File: config.mk
export PLATFORM = sky130hd
export DESIGN_NAME = morton_index_to_linear
export DESIGN_NICKNAME = d
export VERILOG_FILES = /design/src/design/mtl_pkg.sv /design/src/design/morton_index_to_linear.sv /design/src/design/mtl_front.sv /design/src/design/mtl_queue.sv /design/src/design/mtl_back.sv
export SDC_FILE = /design/constraint.sdc
export NUM_CORES = 1
export LEC_CHECK = 0
export ABC_AREA = 1
export BUFFER_PORTS_ARGS = -buffer_cell sky130_fd_sc_hd__clkbuf_2
export CORE_MARGIN = 2
export CORE_UTILIZATION = 40
export DETAILED_ROUTE_END_ITERATION = 10
export GPL_TIMING_DRIVEN = 0
export PLACE_DENSITY_LB_ADDON = 0.15
export SLEW_MARGIN = 20
export SYNTH_ARGS = -nofsm -noshare
export SYNTH_HDL_FRONTEND = slang
export SYNTH_HIERARCHICAL = 1
export SYNTH_SLANG_ARGS = --single-unit
File: constraint.sdc
create_clock -name clk_i -period 14.3 [get_ports clk_i]
set_input_delay 0.715 -clock clk_i [delete_from_list [all_inputs] [get_ports clk_i]]
set_output_delay 0.715 -clock clk_i [all_outputs]
set_load 0.01 [all_outputs]
File: src/design/mtl_pkg.sv
// Shared types and constants for the Morton index deswizzle block.
// No dependencies.
package mtl_pkg;

  localparam int unsigned IDX_W  = 28;
  localparam int unsigned LIN_W  = 28;
  localparam int unsigned CRD_W  = 14;
  localparam int unsigned REG_W  = 15;
  localparam int unsigned CNT_W  = 5;
  localparam int unsigned DIM_BITS_DEFAULT = 14;
  localparam int unsigned QUEUE_DEPTH = 2;

  localparam logic REG_TEX_WIDTH  = 1'b0;
  localparam logic REG_TEX_HEIGHT = 1'b1;

  typedef struct packed {
    logic [IDX_W-1:0] idx;
    logic [CNT_W-1:0] nx;
    logic [CNT_W-1:0] ny;
  } mtl_item_t;

  typedef struct packed {
    logic push;
    logic full;
  } mtl_push_t;

  typedef struct packed {
    logic pop;
    logic empty;
  } mtl_pop_t;

endpackage

File: src/design/morton_index_to_linear.sv
// Top level of the Morton index deswizzle block: config registers, front end,
// queue and back end. Depends on mtl_pkg, mtl_front, mtl_queue, mtl_back.
//
// One request per clock cycle, sustained without a gap. A request accepted at
// a clock edge (start high, busy low) gives its result with valid_o high once it
// has passed the front register, queue, deinterleave stage and the
// multiply-add output register. The back end drains the queue every
// cycle and the receiver takes each result in the cycle it is shown, so busy
// stays low. Write tex_width and tex_height only while no request is in
// flight; both reset to one.
module morton_index_to_linear #(
  parameter int unsigned DIM_BITS = mtl_pkg::DIM_BITS_DEFAULT
) (
  input  logic                      clk_i,
  input  logic                      rst_ni,
  input  logic                      start,
  output logic                      busy,
  input  logic [mtl_pkg::IDX_W-1:0] swizzled_index_i,
  input  logic                      cfg_we_i,
  input  logic                      cfg_idx_i,
  input  logic [mtl_pkg::REG_W-1:0] cfg_wdata_i,
  output logic                      valid_o,
  output logic [mtl_pkg::LIN_W-1:0] linear_index_o,
  output logic [mtl_pkg::CRD_W-1:0] column_o,
  output logic [mtl_pkg::CRD_W-1:0] row_o
);
  import mtl_pkg::*;

  logic [REG_W-1:0] tex_width_q, tex_height_q;
  logic             f_push;
  mtl_item_t        f_item, q_item;
  mtl_push_t        push_st;
  mtl_pop_t         pop_st;
  logic             b_pop;

  always_ff @(posedge clk_i or negedge rst_ni) begin
    if (!rst_ni) begin
      tex_width_q  <= REG_W'(1);
      tex_height_q <= REG_W'(1);
    end else if (cfg_we_i) begin
      case (cfg_idx_i)
        REG_TEX_WIDTH:  tex_width_q  <= cfg_wdata_i;
        REG_TEX_HEIGHT: tex_height_q <= cfg_wdata_i;
        default: ;
      endcase
    end
  end

  mtl_front #(
    .DIM_BITS (DIM_BITS)
  ) u_front (
    .clk_i            (clk_i),
    .rst_ni           (rst_ni),
    .start            (start),
    .busy             (busy),
    .swizzled_index_i (swizzled_index_i),
    .tex_width_i      (tex_width_q),
    .tex_height_i     (tex_height_q),
    .q_full_i         (push_st.full),
    .q_push_o         (f_push),
    .q_item_o         (f_item)
  );

  mtl_queue u_queue (
    .clk_i     (clk_i),
    .rst_ni    (rst_ni),
    .push_i    (f_push),
    .item_i    (f_item),
    .pop_i     (b_pop),
    .item_o    (q_item),
    .push_st_o (push_st),
    .pop_st_o  (pop_st)
  );

  mtl_back u_back (
    .clk_i          (clk_i),
    .rst_ni         (rst_ni),
    .q_empty_i      (pop_st.empty),
    .q_item_i       (q_item),
    .q_pop_o        (b_pop),
    .tex_width_i    (tex_width_q),
    .valid_o        (valid_o),
    .linear_index_o (linear_index_o),
    .column_o       (column_o),
    .row_o          (row_o)
  );

  a_accept_to_result: assert property (
    @(posedge clk_i) disable iff (!rst_ni)
    (start && !busy) |-> ##4 valid_o
  ) else $error("accepted request gave no result");

  a_result_has_request: assert property (
    @(posedge clk_i) disable iff (!rst_ni)
    valid_o |-> $past(start && !busy, 4)
  ) else $error("result without request");

  a_queue_never_full: assert property (
    @(posedge clk_i) disable iff (!rst_ni)
    pop_st.pop |-> !push_st.full
  ) else $error("queue full while draining");

  a_push_has_room: assert property (
    @(posedge clk_i) disable iff (!rst_ni)
    push_st.push |-> !push_st.full
  ) else $error("request pushed into a full queue");

endmodule

File: src/design/mtl_front.sv
// Front end: accepts a request, counts the column and row bit budgets.
// Depends on mtl_pkg.
module mtl_front #(
  parameter int unsigned DIM_BITS = mtl_pkg::DIM_BITS_DEFAULT
) (
  input  logic                     clk_i,
  input  logic                     rst_ni,
  input  logic                     start,
  output logic                     busy,
  input  logic [mtl_pkg::IDX_W-1:0] swizzled_index_i,
  input  logic [mtl_pkg::REG_W-1:0] tex_width_i,
  input  logic [mtl_pkg::REG_W-1:0] tex_height_i,
  input  logic                     q_full_i,
  output logic                     q_push_o,
  output mtl_pkg::mtl_item_t       q_item_o
);
  import mtl_pkg::*;

  logic      valid_q, valid_d;
  mtl_item_t item_q, item_d;
  logic      accept;

  function automatic logic [CNT_W-1:0] dim_bits(input logic [REG_W-1:0] size);
    logic [CNT_W-1:0] n;
    n = '0;
    for (int i = 1; i < REG_W; i++) begin
      if (size[i]) begin
        n = CNT_W'(i);
      end
    end
    if (n > CNT_W'(DIM_BITS)) begin
      n = CNT_W'(DIM_BITS);
    end
    return n;
  endfunction

  assign busy     = valid_q && q_full_i;
  assign accept   = start && !busy;
  assign q_push_o = valid_q && !q_full_i;
  assign q_item_o = item_q;

  always_comb begin
    valid_d = valid_q;
    item_d  = item_q;
    if (accept) begin
      valid_d     = 1'b1;
      item_d.idx  = swizzled_index_i;
      item_d.nx   = dim_bits(tex_width_i);
      item_d.ny   = dim_bits(tex_height_i);
    end else if (q_push_o) begin
      valid_d = 1'b0;
    end
  end

  always_ff @(posedge clk_i or negedge rst_ni) begin
    if (!rst_ni) begin
      valid_q <= 1'b0;
    end else begin
      valid_q <= valid_d;
    end
  end

  always_ff @(posedge clk_i) begin
    item_q <= item_d;
  end

endmodule

File: src/design/mtl_queue.sv
// Short queue between front end and back end.
// Depends on mtl_pkg.
module mtl_queue (
  input  logic                clk_i,
  input  logic                rst_ni,
  input  logic                push_i,
  input  mtl_pkg::mtl_item_t  item_i,
  input  logic                pop_i,
  output mtl_pkg::mtl_item_t  item_o,
  output mtl_pkg::mtl_push_t  push_st_o,
  output mtl_pkg::mtl_pop_t   pop_st_o
);
  import mtl_pkg::*;

  localparam int unsigned PtrW = (QUEUE_DEPTH > 1) ? $clog2(QUEUE_DEPTH) : 1;
  localparam int unsigned CntW = $clog2(QUEUE_DEPTH + 1);

  mtl_item_t        mem_q [QUEUE_DEPTH];
  logic [PtrW-1:0]  wr_ptr_q, wr_ptr_d;
  logic [PtrW-1:0]  rd_ptr_q, rd_ptr_d;
  logic [CntW-1:0]  cnt_q, cnt_d;
  logic             do_push, do_pop;

  function automatic logic [PtrW-1:0] ptr_inc(input logic [PtrW-1:0] p);
    return (p == PtrW'(QUEUE_DEPTH - 1)) ? '0 : p + PtrW'(1);
  endfunction

  assign push_st_o.push  = push_i;
  assign push_st_o.full  = (cnt_q == CntW'(QUEUE_DEPTH));
  assign pop_st_o.pop    = pop_i;
  assign pop_st_o.empty  = (cnt_q == '0);
  assign do_push = push_i && !push_st_o.full;
  assign do_pop  = pop_i && !pop_st_o.empty;
  assign item_o  = mem_q[rd_ptr_q];

  always_comb begin
    wr_ptr_d = do_push ? ptr_inc(wr_ptr_q) : wr_ptr_q;
    rd_ptr_d = do_pop ? ptr_inc(rd_ptr_q) : rd_ptr_q;
    cnt_d    = cnt_q;
    if (do_push && !do_pop) begin
      cnt_d = cnt_q + CntW'(1);
    end else if (do_pop && !do_push) begin
      cnt_d = cnt_q - CntW'(1);
    end
  end

  always_ff @(posedge clk_i or negedge rst_ni) begin
    if (!rst_ni) begin
      wr_ptr_q <= '0;
      rd_ptr_q <= '0;
      cnt_q    <= '0;
    end else begin
      wr_ptr_q <= wr_ptr_d;
      rd_ptr_q <= rd_ptr_d;
      cnt_q    <= cnt_d;
    end
  end

  always_ff @(posedge clk_i) begin
    if (do_push) begin
      mem_q[wr_ptr_q] <= item_i;
    end
  end

endmodule

File: src/design/mtl_back.sv
// Back end: deinterleaves the index bits, then forms row * width + column.
// Depends on mtl_pkg.
module mtl_back (
  input  logic                      clk_i,
  input  logic                      rst_ni,
  input  logic                      q_empty_i,
  input  mtl_pkg::mtl_item_t        q_item_i,
  output logic                      q_pop_o,
  input  logic [mtl_pkg::REG_W-1:0] tex_width_i,
  output logic                      valid_o,
  output logic [mtl_pkg::LIN_W-1:0] linear_index_o,
  output logic [mtl_pkg::CRD_W-1:0] column_o,
  output logic [mtl_pkg::CRD_W-1:0] row_o
);
  import mtl_pkg::*;

  localparam int unsigned PosW = $clog2(IDX_W);
  localparam int unsigned ProdW = CRD_W + REG_W;

  logic             a_valid_q;
  logic [CRD_W-1:0] a_col_q, a_col_d;
  logic [CRD_W-1:0] a_row_q, a_row_d;
  logic             out_valid_q;
  logic [LIN_W-1:0] lin_q, lin_d;
  logic [CRD_W-1:0] col_q, row_q;
  logic [ProdW-1:0] prod;

  assign q_pop_o = !q_empty_i;

  always_comb begin
    a_col_d = '0;
    a_row_d = '0;
    for (int k = 0; k < CRD_W; k++) begin
      if (CNT_W'(k) < q_item_i.nx) begin
        if (CNT_W'(k) < q_item_i.ny) begin
          a_col_d[k] = q_item_i.idx[PosW'(2 * k)];
        end else begin
          a_col_d[k] = q_item_i.idx[PosW'(q_item_i.ny) + PosW'(k)];
        end
      end
      if (CNT_W'(k) < q_item_i.ny) begin
        if (CNT_W'(k) < q_item_i.nx) begin
          a_row_d[k] = q_item_i.idx[PosW'(2 * k + 1)];
        end else begin
          a_row_d[k] = q_item_i.idx[PosW'(q_item_i.nx) + PosW'(k)];
        end
      end
    end
  end

  assign prod  = ProdW'(a_row_q) * ProdW'(tex_width_i);
  assign lin_d = prod[LIN_W-1:0] + LIN_W'(a_col_q);

  always_ff @(posedge clk_i or negedge rst_ni) begin
    if (!rst_ni) begin
      a_valid_q   <= 1'b0;
      out_valid_q <= 1'b0;
    end else begin
      a_valid_q   <= q_pop_o;
      out_valid_q <= a_valid_q;
    end
  end

  always_ff @(posedge clk_i) begin
    a_col_q <= a_col_d;
    a_row_q <= a_row_d;
    lin_q   <= lin_d;
    col_q   <= a_col_q;
    row_q   <= a_row_q;
  end

  assign valid_o        = out_valid_q;
  assign linear_index_o = lin_q;
  assign column_o       = col_q;
  assign row_o          = row_q;

endmodule
# --- After elaboration in Yosys (flattened, before gate mapping) ---
# Memories as Yosys holds them, arrays and structs flattened.
# Index checks and enable logic that the tools add are counted.
# W data, S select, Z words.
totals:
  regBits: 159
  mem_count: 1
  wordCells: 272
  output_inout_bits: 58
  ram_bits: 76
  inputBits: 48
classes:
  multipliers: 1
  n_mux: 122
  n_reduce_logical: 15
  n_eq_ne: 1
  bitwise_logic: 1
  addsub: 31
  order_cmp: 58
mem_list:
  columns: ["memory", "words", "width", "rd", "rd_clocked_by_memory_dff", "write_ports", "line", "source"]
  rows:
  - ["u_queue.mem_q", 2, 38, 1, 0, 1, "mtl_queue.sv:18", "mtl_item_t mem_q [QUEUE_DEPTH];"]
ops:
  columns: ["operator", "n"]
  rows:
  - ["$lt A5 B6 Y1 const B", 28]
  - ["$bmux W1 S5", 28]
  - ["$mux W1", 64]
  - ["$add A5 B4 Y5 const B", 12]
  - ["$lt A4 B5 Y1 const A", 12]
  - ["$mux W4", 14]
  - ["$add A5 B3 Y5 const B", 8]
  - ["$lt A3 B5 Y1 const A", 8]
  - ["$add A28 B14 Y28", 1]
  - ["$mul A14 B15 Y28", 1]
  - ["$mux W3", 8]
  - ["$add A5 B2 Y5 const B", 4]
  - ["$lt A1 B5 Y1 const A", 4]
  - ["$lt A2 B5 Y1 const A", 4]
  - ["$mux W2", 6]
  - ["$add A5 B1 Y5 const B", 2]
  - ["$gt A5 B4 Y1 const B", 2]
  - ["$mux W5", 2]
  - ["$logic_and A1 B1 Y1", 6]
  - ["$logic_not A1 Y1", 4]
  - ["$reduce_and A2 Y1", 2]
  - ["$reduce_bool A2 Y1", 2]
  - ["$add A1 B1 Y1 const B", 2]
  - ["$add A2 B1 Y2 const B", 1]
  - ["4 further kinds", 4]

# --- Depth between registers and ports, before layout ---
logic_depth:
  depth_word: 16
  mapped_depth: 26
  depth_no_buf: 25

# --- Cells and area by module ---
# The synthesis kept the hierarchy.
modules_own_cells:
  columns: ["module", "area_each_um2", "cells_per_inst", "instances", "seq_area_each_um2"]
  rows:
  - ["mtl_back", 13778.2, 2022, 1, 1731.7]
  - ["mtl_queue", 3001.6, 232, 1, 2382.3]
  - ["mtl_front", 1461.4, 119, 1, 1106.1]
  - ["morton_index_to_linear", 1193.6, 131, 1, 753.2]

# --- Worst setup path before layout ---
# No wires, ideal clock.
synth_timing:
  kind: "reg-to-reg"
  start: "reg tex_width_q[0]"
  end: "reg u_back.lin_q[18], in the netlist u_back/linear_index_o[18]"
  period_less_slack_ps: 5359
  path_stages_with_launch: 19
  t_arrival_ps: 5239
  path_slack_ps: 8941
  required_time_ps: 14180
  setup_time_ps: 120
  path_buffers: 1
  path_cell_list: "dfstp_2 > clkbuf_1 > nand2_1 > fa_1 > fa_1 > inv_1 > fa_1 > fa_1 > fa_1 > inv_1 > fa_1 > inv_1 > ha_1 > a21o_1 > a21oi_1 > nor2_1 > nor2_1 > nand2_1 > xor2_1"
synth_via:
  elab_chain_cells: 2
synth_lines:
  columns: ["element", "line", "source"]
  rows:
  - ["start: declaration", "morton_index_to_linear.sv:29", "logic [REG_W-1:0] tex_width_q, tex_height_q;"]
  - ["start signal: assignment", "morton_index_to_linear.sv:42", "REG_TEX_WIDTH: tex_width_q <= cfg_wdata_i;"]
  - ["$mul A14 B15 Y28", "mtl_back.sv:51", "assign prod = ProdW'(a_row_q) * ProdW'(tex_width_i);"]
  - ["$add A28 B14 Y28", "mtl_back.sv:52", "assign lin_d = prod[LIN_W-1:0] + LIN_W'(a_col_q);"]
  - ["named net u_back.lin_d[18]", "mtl_back.sv:24", "logic [LIN_W-1:0] lin_q, lin_d;"]
  - ["end signal: assignment", "mtl_back.sv:67", "lin_q <= lin_d;"]
  - ["end: declaration", "mtl_back.sv:24", null]
# The timed path passes the listed nets, and every way through them passes these cells.
# A chain may end at the register's enable or synchronous reset.

# --- Worst setup path after layout ---
layout_timing:
  start: "reg u_back.a_row_q[10]"
  end: "reg u_back.lin_q[22], in the netlist u_back/linear_index_o[22]"
layout_via:
  elab_chain_cells: 2
layout_lines:
  columns: ["element", "line", "source"]
  rows:
  - ["start: declaration", "mtl_back.sv:22", "logic [CRD_W-1:0] a_row_q, a_row_d;"]
  - ["start signal: assignment", "mtl_back.sv:66", "a_row_q <= a_row_d;"]
  - ["$mul A14 B15 Y28", "mtl_back.sv:51", null]
  - ["$add A28 B14 Y28", "mtl_back.sv:52", null]
  - ["named net u_back.lin_d[22]", "mtl_back.sv:24", null]
# The timed path passes the listed nets, and every way through them passes these cells.

==> impl_results.md <==
- Die width: roughly 220 µm
- Max H-tree Level: 1
- Largest net degree at the start of global routing: 37
- First-pass GRT wire length: around 93,000 µm
- Reg clk slew, reported paths: around 60 ps
- Post-Syn Area per Cell: approximately 7.8 µm²
- Final Cycle Share: 0.432
- Unrepaired setup endpoints after global routing: no
- DR pass1 iterations: 5
- Final setup TNS: 0 ps
- Critical Path Max Stage Delay: between 600 and 700 ps
- Top Ports: roughly 110
- Sink Count: about 230
- CTS tree: done
- ANT nets after route: 0
- Final count of hold timing violations: 0
- Clk buf depth: 3
- Global route overflow: 0
- CP dominant cell by count: fa_1
- Max stage delay cell, worst path: dfxtp_1
- Post-synthesis instance total: about 2.5k
- Multi-input logic area: ~11,000 µm²
- Worst min-delay path category: in -> async
- Clock skew: between 20 and 30 ps
- Synthesized area: approximately 19,000 µm²
- Slew Viols, Final: 0
- Vias in the first global route: around 16k
- Fraction of layout cells with a size suffix above 1: 0.0862
- DRC viols: 0
- Synth-to-Final Area Change: 11.9%
- Post-detail-place hpwl: 48,100 µm
- Antenna violations before repair: 1
- Chip Height: 224 µm
- Starting DRC count in detailed routing: ~1.3k
- Clock latency on the worst-skew pair: just under 600 ps
- Core box area: 47,700 µm²
- GR Util All Layers: 0.241
- Crit-path cells: clkbuf_1, nand2_1, fa_1, inv_1, fa_1, fa_1, fa_1, fa_1, inv_1, fa_1, inv_1, ha_1, a21oi_1, o21ai_0, a21boi_0, nand3_1, nand2_1, nand2_1
- Fill cells: about 5k
- Crit Path Class: reg -> reg
- Final setup fails: 0
- Crit path launch type: flop
- Nets: approximately 3.0k
- Initial core utilization: 0.406
- Root Buffer: clkbuf_16
- Port Buffer Count: ~100
- # rows: 80
- Least-Margin Pin Slew: 898 ps
- Peak Freq: between 0.15 and 0.2 GHz
- Total CTS buffers: 28
- Period minus WS final: about 6000 ps
- Final WL: between 50,000 and 60,000 µm
- CP arrival: 6640 ps
- Cts hold-fix bufs: 0
- Relative slew slack: 0.401
- Post-CTS sizing: 0
- ANT cells: 0
- Required @ worst endpoint: approximately 15,000 ps
- Status: finished, final reports clean
- Routed vias: 16.7k
- Drt wl/cell: 18.2 µm
- RD Place Congestion: 0.943
- Ys Warns: 6
- Crit end category: flop
- CP max FO: 10
- Vias per inst: about 5.1
- Post CTS Setup Buffer Count: 0
- Die area: 50,200 µm²
- Reg area: 5950 µm²
- MaxCap Viol Count: 0
[area by class of cell]
class                      instances  share of cell area
inverter                         441              0.0765
clock inverter                    19             0.00923
buffer                            84              0.0204
tap                              615              0.0355
timing repair buffer             107              0.0268
clock buffer                      33              0.0336
sequential                       232               0.274
multi-input combinational       1742               0.524
[cell usage in the layout (no fill, tap or decap), types with 4 or more instances in the layout]
| master | count |
|---|---|
| buf_4 | 16 |
| clkbuf_1 | 37 |
| ha_1 | 118 |
| xor2_1 | 39 |
| clkinv_2 | 4 |
| nor3_1 | 9 |
| inv_2 | 7 |
| nand3_1 | 316 |
| xor2_2 | 4 |
| inv_6 | 5 |
| o21ai_1 | 4 |
| a31oi_1 | 4 |
| dfxtp_1 | 84 |
| o22ai_1 | 4 |
| inv_1 | 430 |
| clkbuf_16 | 28 |
| fa_1 | 166 |
| clkbuf_2 | 104 |
| nand4_1 | 10 |
| o211ai_1 | 8 |
| clkinv_1 | 5 |
| nand2_2 | 4 |
| buf_6 | 4 |
| edfxtp_1 | 112 |
| o21bai_1 | 8 |
| o21ai_0 | 44 |
| dfrtp_1 | 35 |
| a21oi_1 | 83 |
| buf_2 | 30 |
| clkinvlp_4 | 4 |
| nand2_1 | 782 |
| nor2_1 | 104 |
| xnor2_1 | 9 |
[stage by stage]
stage               worst slack (ps)   util  std cells  hold WS (ps)  cell area, µm²
CTS                             8210  0.454       3273           273           21700
global route                    7890  0.454       3273           265           21700
floorplan                       8940      -       2499           331           19400
global placement                8290  0.433       3218           343           20700
detailed placement              8250  0.435       3221           339           20700
finish                          8120  0.454       3273           250           21700
[worst max-delay path, delay by kind of cell, from the launching register on]
| family | cells | cell delay (ps) |
|---|---|---|
| and+or+nand+nor | 4 | 430 |
| AOI/OAI and AO/OA | 3 | 740 |
| buffers and inverters | 4 | 680 |
| DFF | 1 | 660 |
| adders and majority gates | 7 | 3520 |
[registers in the layout, indices dropped and copies added (netlist names), 2 cells and up]
register	count
u_back/a_row_q	14
u_back/linear_index_o	28
u_back/column_o	14
tex_height_q	14
u_queue/cnt_q	2
u_queue/mem_q	76
u_back/row_o	14
tex_width_q	15
u_front/q_item_o	36
u_back/a_col_q	14
[layer usage]
metal,vias to the layer above,GRT usage,routed length [µm]
li1,8058,-,-
met1,8015,0.344,27500
met2,553,0.388,26500
met3,89,0.0307,3830
met4,0,0.0632,1620
met5,-,0,0
[worst paths after layout]
path | startpoint | endpoint | slack, ps | cells after the start
worst max-delay path | u_back/a_row_q[10] | u_back/linear_index_o[22] | 8120 | 18
worst min-delay path | rst_ni | tex_height_q[6] | 250 | 1
worst max register to register | u_back/a_row_q[10] | u_back/linear_index_o[22] | 8120 | 18
worst min register to register | u_back/a_col_q[0] | u_back/column_o[0] | 360 | 0
max in group asynchronous | rst_ni | tex_width_q[3] | 13490 | 1
min in group clk_i | swizzled_index_i[0] | u_front/q_item_o[10] | 300 | 1
Power is not shown: default switching activity piles up to over one toggle a cycle in this logic, so the estimate is an artifact.
